[src/rtl/wss_pkg.sv]
// ---------------------------------------------------------------------------
// wss_pkg
// Types, constants and codes shared by the wheel speed smoother modules.
// ---------------------------------------------------------------------------
`default_nettype none

package wss_pkg;

    localparam int NUM_ROBOTS  = 3;
    localparam int WHEELS      = 2 * NUM_ROBOTS;
    localparam int WHEEL_W     = (WHEELS > 1) ? $clog2(WHEELS) : 1;

    localparam int ROBOT_ID_W  = 2;
    localparam int PWM_W       = 8;
    localparam int MAX_SPEED_W = 10;
    localparam int GAIN_W      = 17;
    localparam int DEADBAND_W  = 26;
    localparam int TARGET_W    = 11;
    localparam int SPEED_W     = 27;
    localparam int FRAC_W      = 16;

    localparam int SPEED_LIMIT = 67043328;

    // floor(x / 255) == (x * RECIP_255) >> RECIP_SHIFT for x < 267365,
    // which covers every max_speed * pwm product
    localparam int SCALED_W    = MAX_SPEED_W + PWM_W;
    localparam int RECIP_255_W = 19;
    localparam logic [RECIP_255_W-1:0] RECIP_255 = 19'h40405;
    localparam int RECIP_SHIFT = 26;

    localparam int IN_DATA_W   = 24;
    localparam int IN_USER_W   = 2;
    localparam int OUT_DATA_W  = 64;
    localparam int CFG_ADDR_W  = 4;
    localparam int CFG_DATA_W  = 32;

    typedef enum logic [1:0] {
        OP_SET  = 2'd0,
        OP_TICK = 2'd1,
        OP_STOP = 2'd2
    } opcode_t;

    typedef enum logic [1:0] {
        REG_MAX_SPEED = 2'd0,
        REG_GAIN      = 2'd1,
        REG_DEADBAND  = 2'd2,
        REG_TEAM      = 2'd3
    } reg_idx_t;

    // controller -> datapath
    typedef struct packed {
        logic               load_in;   // capture set-item fields, form PWM products
        logic               clear;     // stop: zero all targets and speeds
        logic               set_wr;    // write the two targets of one robot
        logic               tick_mul;  // form (target - v) * gain for one wheel
        logic               tick_upd;  // finish and write back one wheel
        logic               emit;      // load the output register
        logic [WHEEL_W-1:0] wheel;
    } wss_cmd_t;

    // datapath -> controller
    typedef struct packed {
        logic out_free;
    } wss_stat_t;

endpackage

`default_nettype wire

[src/rtl/wss_ctrl.sv]
// ---------------------------------------------------------------------------
// wss_ctrl
// Sequencer: decodes input beats and steps the datapath through the wheels.
// ---------------------------------------------------------------------------
`default_nettype none

module wss_ctrl
    import wss_pkg::*;
(
    input  wire logic                  clk,
    input  wire logic                  rst_n,
    input  wire logic                  s_axis_tvalid,
    output logic                       s_axis_tready,
    input  wire logic [IN_USER_W-1:0]  opcode,
    input  wire logic [ROBOT_ID_W-1:0] robot_index,
    input  wire wss_stat_t             stat,
    output wss_cmd_t                   cmd
);

    typedef enum logic [1:0] {
        ST_IDLE,
        ST_SET,
        ST_MUL,
        ST_UPD
    } state_t;

    localparam logic [WHEEL_W-1:0] LAST_WHEEL = WHEEL_W'(WHEELS - 1);

    state_t             state_reg;
    logic [WHEEL_W-1:0] wheel_reg;
    logic               ready_reg;
    logic               accept;
    logic               upd_go;

    assign accept = (state_reg == ST_IDLE) && s_axis_tvalid && ready_reg;
    // the right wheel closes a robot and needs a free output slot
    assign upd_go = (state_reg == ST_UPD) && (!wheel_reg[0] || stat.out_free);

    always_ff @(posedge clk or negedge rst_n)
    begin
        if (!rst_n)
        begin
            state_reg <= ST_IDLE;
            wheel_reg <= '0;
            ready_reg <= 1'b1;
        end
        else
        begin
            case (state_reg)
                ST_IDLE:
                begin
                    if (accept)
                    begin
                        case (opcode_t'(opcode))
                            OP_SET:
                            begin
                                if (32'(robot_index) < NUM_ROBOTS)
                                begin
                                    state_reg <= ST_SET;
                                    ready_reg <= 1'b0;
                                end
                            end
                            OP_TICK:
                            begin
                                state_reg <= ST_MUL;
                                wheel_reg <= '0;
                                ready_reg <= 1'b0;
                            end
                            default:
                            begin
                                state_reg <= ST_IDLE;
                            end
                        endcase
                    end
                end
                ST_SET:
                begin
                    state_reg <= ST_IDLE;
                    ready_reg <= 1'b1;
                end
                ST_MUL:
                begin
                    state_reg <= ST_UPD;
                end
                ST_UPD:
                begin
                    if (upd_go)
                    begin
                        if (wheel_reg == LAST_WHEEL)
                        begin
                            state_reg <= ST_IDLE;
                            ready_reg <= 1'b1;
                        end
                        else
                        begin
                            wheel_reg <= wheel_reg + 1'b1;
                            state_reg <= ST_MUL;
                        end
                    end
                end
                default:
                begin
                    state_reg <= ST_IDLE;
                    ready_reg <= 1'b1;
                end
            endcase
        end
    end

    assign s_axis_tready = ready_reg;

    always_comb
    begin
        cmd          = '0;
        cmd.load_in  = accept;
        cmd.clear    = accept && (opcode_t'(opcode) == OP_STOP);
        cmd.set_wr   = (state_reg == ST_SET);
        cmd.tick_mul = (state_reg == ST_MUL);
        cmd.tick_upd = upd_go;
        cmd.emit     = upd_go && wheel_reg[0];
        cmd.wheel    = wheel_reg;
    end

endmodule

`default_nettype wire

[src/rtl/wss_datapath.sv]
// ---------------------------------------------------------------------------
// wss_datapath
// Target/speed store, shared smoothing multiplier and output register.
// ---------------------------------------------------------------------------
`default_nettype none

module wss_datapath
    import wss_pkg::*;
(
    input  wire logic                   clk,
    input  wire logic                   rst_n,
    input  wire wss_cmd_t               cmd,
    output wss_stat_t                   stat,
    input  wire logic [MAX_SPEED_W-1:0] max_speed,
    input  wire logic [GAIN_W-1:0]      smoothing_gain,
    input  wire logic [DEADBAND_W-1:0]  deadband,
    input  wire logic                   yellow_team,
    input  wire logic [ROBOT_ID_W-1:0]  robot_index,
    input  wire logic [PWM_W-1:0]       pwm_left,
    input  wire logic [PWM_W-1:0]       pwm_right,
    input  wire logic                   reverse_left,
    input  wire logic                   reverse_right,
    output logic                        m_axis_tvalid,
    input  wire logic                   m_axis_tready,
    output logic [OUT_DATA_W-1:0]       m_axis_tdata,
    output logic                        m_axis_tlast
);

    localparam int RECIP_W = SCALED_W + RECIP_255_W;
    localparam int DIFF_W  = SPEED_W + 1;
    localparam int PROD_W  = DIFF_W + GAIN_W + 1;
    localparam int DELTA_W = PROD_W - FRAC_W;
    localparam int SUM_W   = DELTA_W + 1;
    localparam int PAD_W   = OUT_DATA_W - ROBOT_ID_W - 2 * SPEED_W - 1;

    localparam logic signed [SUM_W-1:0] SUM_MAX = SUM_W'(SPEED_LIMIT);
    localparam logic signed [SUM_W-1:0] SUM_MIN = -SUM_W'(SPEED_LIMIT);

    function automatic logic signed [TARGET_W-1:0] to_target(
        input logic [SCALED_W-1:0] scaled,
        input logic                rev
    );
        logic [RECIP_W-1:0]          full;
        logic signed [TARGET_W-1:0]  mag;
        full = RECIP_W'(scaled) * RECIP_W'(RECIP_255);
        mag  = TARGET_W'(full >> RECIP_SHIFT);
        return rev ? -mag : mag;
    endfunction

    // state
    logic signed [TARGET_W-1:0] target_reg [WHEELS];
    logic signed [SPEED_W-1:0]  speed_reg  [WHEELS];

    // set path
    logic [ROBOT_ID_W-1:0] idx_reg;
    logic                  rev_l_reg;
    logic                  rev_r_reg;
    logic [SCALED_W-1:0]   scaled_l_reg;
    logic [SCALED_W-1:0]   scaled_r_reg;
    logic [WHEEL_W-1:0]    set_wheel;
    logic signed [TARGET_W-1:0] new_l;
    logic signed [TARGET_W-1:0] new_r;

    // tick path
    logic signed [TARGET_W-1:0] rd_target;
    logic signed [SPEED_W-1:0]  rd_speed;
    logic signed [DIFF_W-1:0]   diff;
    logic signed [PROD_W-1:0]   prod;
    logic signed [PROD_W-1:0]   prod_reg;
    logic signed [SPEED_W-1:0]  v_reg;
    logic signed [DELTA_W-1:0]  delta;
    logic signed [SUM_W-1:0]    sum;
    logic signed [SPEED_W-1:0]  sat;
    logic signed [SPEED_W-1:0]  db_pos;
    logic signed [SPEED_W-1:0]  db_neg;
    logic signed [SPEED_W-1:0]  upd_speed;
    logic signed [SPEED_W-1:0]  left_hold_reg;

    // output register
    logic                  out_valid_reg;
    logic [OUT_DATA_W-1:0] out_data_reg;
    logic                  out_last_reg;

    assign set_wheel = WHEEL_W'({idx_reg, 1'b0});
    assign new_l     = to_target(scaled_l_reg, rev_l_reg);
    assign new_r     = to_target(scaled_r_reg, rev_r_reg);

    always_ff @(posedge clk)
    begin
        if (cmd.load_in)
        begin
            idx_reg      <= robot_index;
            rev_l_reg    <= reverse_left;
            rev_r_reg    <= reverse_right;
            scaled_l_reg <= SCALED_W'(max_speed) * SCALED_W'(pwm_left);
            scaled_r_reg <= SCALED_W'(max_speed) * SCALED_W'(pwm_right);
        end
    end

    // (target << 16) - v, times the gain; registered before the update
    assign rd_target = target_reg[cmd.wheel];
    assign rd_speed  = speed_reg[cmd.wheel];
    assign diff      = (DIFF_W'(rd_target) <<< FRAC_W) - DIFF_W'(rd_speed);
    assign prod      = PROD_W'(diff) * PROD_W'($signed({1'b0, smoothing_gain}));

    always_ff @(posedge clk)
    begin
        if (cmd.tick_mul)
        begin
            prod_reg <= prod;
            v_reg    <= rd_speed;
        end
    end

    // arithmetic shift is the floor of the division by 2^16
    assign delta  = prod_reg[PROD_W-1:FRAC_W];
    assign sum    = SUM_W'(v_reg) + SUM_W'(delta);
    assign db_pos = $signed({1'b0, deadband});
    assign db_neg = -db_pos;

    always_comb
    begin
        if (sum > SUM_MAX)
            sat = SPEED_W'(SUM_MAX);
        else if (sum < SUM_MIN)
            sat = SPEED_W'(SUM_MIN);
        else
            sat = SPEED_W'(sum);

        if ((!sat[SPEED_W-1] && sat < db_pos) || (sat[SPEED_W-1] && sat > db_neg))
            upd_speed = '0;
        else
            upd_speed = sat;
    end

    always_ff @(posedge clk or negedge rst_n)
    begin
        if (!rst_n)
        begin
            for (int i = 0; i < WHEELS; i++)
            begin
                target_reg[i] <= '0;
                speed_reg[i]  <= '0;
            end
        end
        else if (cmd.clear)
        begin
            for (int i = 0; i < WHEELS; i++)
            begin
                target_reg[i] <= '0;
                speed_reg[i]  <= '0;
            end
        end
        else
        begin
            for (int i = 0; i < WHEELS; i++)
            begin
                if (cmd.set_wr && WHEEL_W'(i) == set_wheel)
                    target_reg[i] <= new_l;
                if (cmd.set_wr && WHEEL_W'(i) == (set_wheel | WHEEL_W'(1)))
                    target_reg[i] <= new_r;
                if (cmd.tick_upd && WHEEL_W'(i) == cmd.wheel)
                    speed_reg[i] <= upd_speed;
            end
        end
    end

    always_ff @(posedge clk)
    begin
        if (cmd.tick_upd && !cmd.wheel[0])
            left_hold_reg <= upd_speed;
        if (cmd.emit)
        begin
            out_data_reg <= {PAD_W'(0), yellow_team, upd_speed, left_hold_reg,
                             ROBOT_ID_W'(cmd.wheel >> 1)};
            out_last_reg <= (cmd.wheel == WHEEL_W'(WHEELS - 1));
        end
    end

    always_ff @(posedge clk or negedge rst_n)
    begin
        if (!rst_n)
            out_valid_reg <= 1'b0;
        else if (cmd.emit)
            out_valid_reg <= 1'b1;
        else if (m_axis_tready)
            out_valid_reg <= 1'b0;
    end

    assign stat.out_free = !out_valid_reg || m_axis_tready;
    assign m_axis_tvalid = out_valid_reg;
    assign m_axis_tdata  = out_data_reg;
    assign m_axis_tlast  = out_last_reg;

endmodule

`default_nettype wire

[src/rtl/wheel_speed_smoother.sv]
// ---------------------------------------------------------------------------
// wheel_speed_smoother
// Wheel targets and exponential smoothing with deadband for a robot team.
// ---------------------------------------------------------------------------
// Usage:
//  - Input beats (s_axis_*): tuser carries the opcode (set, tick, stop).
//    A set beat stores one robot's two wheel targets from PWM and reverse
//    bits; a stop beat zeroes all targets and speeds; a tick beat smooths
//    all 2*NUM_ROBOTS wheels and returns one beat per robot.
//  - Output beats (m_axis_*): one per robot in robot order, tlast on the
//    last robot of a tick.
//  - Sequencing: a stop is taken while the block stays idle; a set goes
//    through the PWM product, then the reciprocal multiply by 1/255 and
//    the write. A tick steps each wheel through a multiply and an update
//    on one shared multiplier, then returns to idle to take the next beat.
//  - Output order: a robot's beat is loaded when its right wheel is
//    updated, after the multiply and update of both its wheels.
//  - Stall: the output holds one beat; while it is not taken the tick
//    pauses before loading the next robot. The input stays ready after a
//    tick ends even if the last beat is still waiting.
//  - Reset: registers return to defaults, all speeds and targets are zero.
//  - Config (APB, 4-byte stride): max_speed, smoothing_gain, deadband,
//    yellow_team; write only while the block is idle.
// ---------------------------------------------------------------------------
`default_nettype none

module wheel_speed_smoother
    import wss_pkg::*;
(
    input  wire logic                  clk,
    input  wire logic                  rst_n,

    // APB configuration
    input  wire logic                  psel,
    input  wire logic                  penable,
    input  wire logic                  pwrite,
    input  wire logic [CFG_ADDR_W-1:0] paddr,
    input  wire logic [CFG_DATA_W-1:0] pwdata,
    output logic [CFG_DATA_W-1:0]      prdata,
    output logic                       pready,

    // input stream
    input  wire logic                  s_axis_tvalid,
    output logic                       s_axis_tready,
    // robot_index[1:0], pwm_left[9:2], pwm_right[17:10],
    // reverse_left[18], reverse_right[19], zero pad [23:20]
    input  wire logic [IN_DATA_W-1:0]  s_axis_tdata,
    // opcode[1:0]
    input  wire logic [IN_USER_W-1:0]  s_axis_tuser,

    // output stream
    output logic                       m_axis_tvalid,
    input  wire logic                  m_axis_tready,
    // robot_id[1:0], left_speed[28:2], right_speed[55:29],
    // team_flag[56], zero pad [63:57]
    output logic [OUT_DATA_W-1:0]      m_axis_tdata,
    output logic                       m_axis_tlast
);

    logic [MAX_SPEED_W-1:0] max_speed_reg;
    logic [GAIN_W-1:0]      gain_reg;
    logic [DEADBAND_W-1:0]  deadband_reg;
    logic                   team_reg;
    logic                   cfg_wr;
    reg_idx_t               cfg_idx;

    wss_cmd_t               cmd;
    wss_stat_t              stat;

    // register file: word index from paddr[3:2]
    assign cfg_idx = reg_idx_t'(paddr[CFG_ADDR_W-1:2]);
    assign cfg_wr  = psel && penable && pwrite && pready;
    assign pready  = 1'b1;

    always_ff @(posedge clk or negedge rst_n)
    begin
        if (!rst_n)
        begin
            max_speed_reg <= MAX_SPEED_W'(100);
            gain_reg      <= GAIN_W'(32768);
            deadband_reg  <= '0;
            team_reg      <= 1'b0;
        end
        else if (cfg_wr)
        begin
            case (cfg_idx)
                REG_MAX_SPEED: max_speed_reg <= pwdata[MAX_SPEED_W-1:0];
                REG_GAIN:      gain_reg      <= pwdata[GAIN_W-1:0];
                REG_DEADBAND:  deadband_reg  <= pwdata[DEADBAND_W-1:0];
                REG_TEAM:      team_reg      <= pwdata[0];
                default:       team_reg      <= team_reg;
            endcase
        end
    end

    always_comb
    begin
        case (cfg_idx)
            REG_MAX_SPEED: prdata = CFG_DATA_W'(max_speed_reg);
            REG_GAIN:      prdata = CFG_DATA_W'(gain_reg);
            REG_DEADBAND:  prdata = CFG_DATA_W'(deadband_reg);
            REG_TEAM:      prdata = CFG_DATA_W'(team_reg);
            default:       prdata = '0;
        endcase
    end

    // sequencer: beat decode and the per-wheel stepping of a tick
    wss_ctrl u_ctrl (
        .clk           (clk),
        .rst_n         (rst_n),
        .s_axis_tvalid (s_axis_tvalid),
        .s_axis_tready (s_axis_tready),
        .opcode        (s_axis_tuser),
        .robot_index   (s_axis_tdata[1:0]),
        .stat          (stat),
        .cmd           (cmd)
    );

    // state store, shared multiplier and output register
    wss_datapath u_datapath (
        .clk            (clk),
        .rst_n          (rst_n),
        .cmd            (cmd),
        .stat           (stat),
        .max_speed      (max_speed_reg),
        .smoothing_gain (gain_reg),
        .deadband       (deadband_reg),
        .yellow_team    (team_reg),
        .robot_index    (s_axis_tdata[1:0]),
        .pwm_left       (s_axis_tdata[9:2]),
        .pwm_right      (s_axis_tdata[17:10]),
        .reverse_left   (s_axis_tdata[18]),
        .reverse_right  (s_axis_tdata[19]),
        .m_axis_tvalid  (m_axis_tvalid),
        .m_axis_tready  (m_axis_tready),
        .m_axis_tdata   (m_axis_tdata),
        .m_axis_tlast   (m_axis_tlast)
    );

endmodule

`default_nettype wire

[config.mk]
export PLATFORM = sky130hd
export DESIGN_NAME = wheel_speed_smoother
export DESIGN_NICKNAME = d
export VERILOG_FILES = /design/src/rtl/wss_pkg.sv /design/src/rtl/wss_ctrl.sv /design/src/rtl/wss_datapath.sv /design/src/rtl/wheel_speed_smoother.sv
export SDC_FILE = /design/constraint.sdc
export NUM_CORES = 2
export LEC_CHECK = 0
export ABC_CLOCK_PERIOD_IN_PS = 14800
export BUFFER_PORTS_ARGS = -buffer_cell sky130_fd_sc_hd__buf_2
export CAP_MARGIN = 20
export CORE_ASPECT_RATIO = 0.9
export CORE_MARGIN = 8
export CORE_UTILIZATION = 65
export DETAILED_ROUTE_END_ITERATION = 6
export PLACE_DENSITY = 0.83
export REMOVE_ABC_BUFFERS = 1
export SYNTH_ARGS = -nofsm -noshare
export SYNTH_HDL_FRONTEND = slang
export SYNTH_SLANG_ARGS = --single-unit
[constraint.sdc]
create_clock -name clk -period 14.8 [get_ports clk]
set_clock_uncertainty 0.1 [all_clocks]
set_input_delay 0.74 -clock clk [delete_from_list [all_inputs] [get_ports clk]]
set_output_delay 0.74 -clock clk [all_outputs]
set_load 0.005 [all_outputs]
==> impl_metrics.tcl <==
set metrics [dict create \
    status "complete, but fails checks" \
    violations "DRC" \
    setup_ws_ns 3.124 \
    hp-class "input port to flop" \
    drc 1 \
    yosysUniqueCellTypes 89 \
    crit_family "adder cells" \
    fp.coreArea_sq_mm 0.07591 \
    ys_seq_area_share_pct 25.62 \
    synthFlopType "dfrtp_1" \
    drt_iter0_drc 3921 \
    syn_inst 5104 \
    start_kind "flop" \
    final_hold_viol_count 0 \
    grt_start_max_net_pins 99 \
    gp_congestion 0.9643 \
    clock_sinks 471 \
    antenna_found_initial 3 \
    syn_area_sq_mm 0.04958 \
    cp_slowest_cell "xnor2_1" \
    worstSetupPathType "flop to flop" \
    crit_top_cell "fa_1" \
    period_needed_ns 11.68 \
    cts_hold_buf 1 \
    cts.reportedPaths.clkPinSlew_ns 0.07 \
    rows 96 \
    relSlewSlack_pct 22.70 \
    ant_nets 0 \
    wire_per_inst_microns 21.08 \
    cp.required_ns 15.02 \
    cts_buffers 45 \
    largest_reg_flops 162 \
    cts_max_level 2 \
    cts_setup_buffers 0 \
    crit_buf_inv 4 \
    instances_no_fill 6212 \
    clockBufferDepth 3 \
    crit_fanout 38 \
    grt_pass1_vias 38880 \
    tns_ns 0 \
    drv_slew 0 \
    grt-ovfl-total 0 \
    synth_edf_count 182 \
    syn_avg_cell_area_sq_um 9.715 \
    place_hpwl_mm 98.07 \
    clk_latency_ns 0.60 \
    grt_usage_pct 30.26 \
    fp.dieW_microns 307.1 \
    drt_wl_total_mm 130.9 \
    final_layout_size_suffix_gt1_share_pct 8.107 \
    grt_pass1_wl_mm 207.9 \
    syn_to_final_growth_pct 6.457 \
    viasPerCell 6.134 \
    async_flop_share_pct 61.36 \
    initial_core_util_pct 65.32 \
    cap_viol_max_count 0 \
    max_freq_mhz 85.64 \
    vias 38110 \
    ioPinCount 169 \
    finalSetupViolations 0 \
    dp_slack_ns 3.363 \
    nNetsFinal 6265 \
    grt_setup_unrepaired "no" \
    ys_seq_elements 471 \
    dr.pass1.iters 7 \
    yosys_warnings 0 \
    max_stage_delay_ns 0.78 \
    cts_tree "done" \
    tightest_slew_ns 1.151 \
    die_h_microns 278.0 \
    root_buffer "clkbuf_16" \
    fin_crit_sh_pct 78.90 \
    cp.arrival_ns 11.90 \
    place_inst 6122 \
    die_area_sq_mm 0.08539 \
    cts-resized-gates 0 \
    end_kind "flop" \
    place.port_buffers 142 \
]
## path summary, 6_finish.rpt
kind / end / start / cells after the start / slack, ns
hold / removal: u_datapath.rev_l_reg / s_axis_tdata[18] / 1 / 0.22
hold reg to reg: u_datapath.m_axis_tdata[21] / u_datapath.left_hold_reg[19] / 0 / 0.32
setup / recovery: u_datapath.prod_reg[45] / u_ctrl.wheel_reg[0] / 34 / 3.12
setup reg to reg: u_datapath.prod_reg[45] / u_ctrl.wheel_reg[0] / 34 / 3.12
max in group asynchronous: u_ctrl.wheel_reg[0] / rst_n / 5 / 11.98
min in group asynchronous: deadband_reg[17] / rst_n / 2 / 0.55
## synthesized netlist by cell type (16+ instances only)
| library cell | count | area share, % |
|---|---|---|
| mux2i_1 | 65 | 1.3 |
| a221o_1 | 51 | 1.0 |
| fa_1 | 576 | 23 |
| or3_1 | 19 | 0.24 |
| clkbuf_1 | 184 | 1.4 |
| nor2b_1 | 38 | 0.48 |
| xor2_1 | 37 | 0.65 |
| and2_1 | 257 | 3.2 |
| edfxtp_1 | 182 | 11 |
| nand2_1 | 641 | 4.9 |
| o21a_1 | 20 | 0.30 |
| o22ai_1 | 19 | 0.24 |
| and3_1 | 26 | 0.33 |
| buf_4 | 18 | 0.27 |
| dfrtp_1 | 284 | 14 |
| o31ai_1 | 108 | 1.6 |
| xnor2_1 | 117 | 2.1 |
| o21ai_0 | 165 | 1.7 |
| nand4_1 | 30 | 0.38 |
| buf_2 | 23 | 0.23 |
| mux4_2 | 33 | 1.5 |
| nand3_1 | 102 | 1.0 |
| a21o_1 | 52 | 0.79 |
| buf_1 | 18 | 0.14 |
| inv_1 | 863 | 6.5 |
| nor3_1 | 51 | 0.51 |
| a211oi_1 | 29 | 0.44 |
| mux2_2 | 34 | 0.77 |
| a21oi_1 | 158 | 1.6 |
| o41ai_1 | 16 | 0.28 |
| nor2_1 | 185 | 1.4 |
| ha_1 | 475 | 12 |
## layer usage
layer	vias up	wire, microns	track usage (%)
li1	16840	-	-
met1	18910	52400	41.48
met2	2022	59380	47.79
met3	335	14040	6.739
met4	2	5093	10.28
met5	-	13	0
## per-stage QoR
| step | hold WS, ns | utilization (%) | cell area, sq um |
|---|---|---|---|
| floorplan | 0.3003 | - | 48610 |
| global placement | 0.3002 | 67.53 | 51260 |
| detailed placement | 0.3045 | 67.53 | 51260 |
| CTS | 0.1916 | 69.44 | 52720 |
| global route | 0.2034 | 69.53 | 52790 |
| finish | 0.2159 | 69.53 | 52790 |
## worst register-to-register path, delay by kind of cell, from the launching register on
| kind | cells | cell delay (ns) |
|---|---|---|
| fa+ha+maj | 7 | 3.78 |
| compound gates | 13 | 3.15 |
| xor+xnor | 3 | 1.13 |
| simple gates | 6 | 0.99 |
| buf+inv | 4 | 0.94 |
| flops | 1 | 0.71 |
| mux | 1 | 0.63 |
## final cells by class
type / instances / area, sq um
multi-input combinational: 3536 / 32700
fill: 5632 / 23130
sequential: 471 / 12710
inverter: 865 / 3247
timing repair buffer: 226 / 1389
tap: 1029 / 1287
clock buffer: 53 / 1176
clock inverter: 30 / 269.0
antenna: 2 / 5.005
## cell families (layout without fill, tap and decap cells)
family	after synthesis	count (layout)	share of synthesized area, %
other	2	16	0.01515
AND/OR/NAND/NOR	1436	1436	13.85
buffers and inverters	1109	1174	8.605
flip-flops	471	471	25.62
AO/OA/AOI/OAI	742	742	10.21
multiplexers	132	132	3.583
XOR/XNOR	155	155	2.753
adder cells (fa/ha/maj)	1057	1057	35.36
## layout by cell type, fill, tap and decap left out, drive strengths merged, types with 16 or more instances in the layout
master	synthesis	layout
a211oi	29	29
a21o	52	52
a21oi	158	158
a221o	51	51
and2	258	258
and3	26	26
buf	60	223
clkbuf	184	55
clkinv	2	19
dfrtp	284	284
edfxtp	182	182
fa	576	576
ha	475	475
inv	863	868
mux2	34	34
mux2i	65	65
mux4	33	33
nand2	641	641
nand3	102	102
nand4	31	31
nor2	185	185
nor2b	38	38
nor3	58	58
o21a	20	20
o21ai	169	169
o22ai	19	19
o31ai	112	112
o41ai	16	16
or3	19	19
xnor2	117	117
xor2	38	38
Power is left out: the tool's default activity adds up to more than one toggle a clock period on the data nets, which glitch-free logic cannot reach.
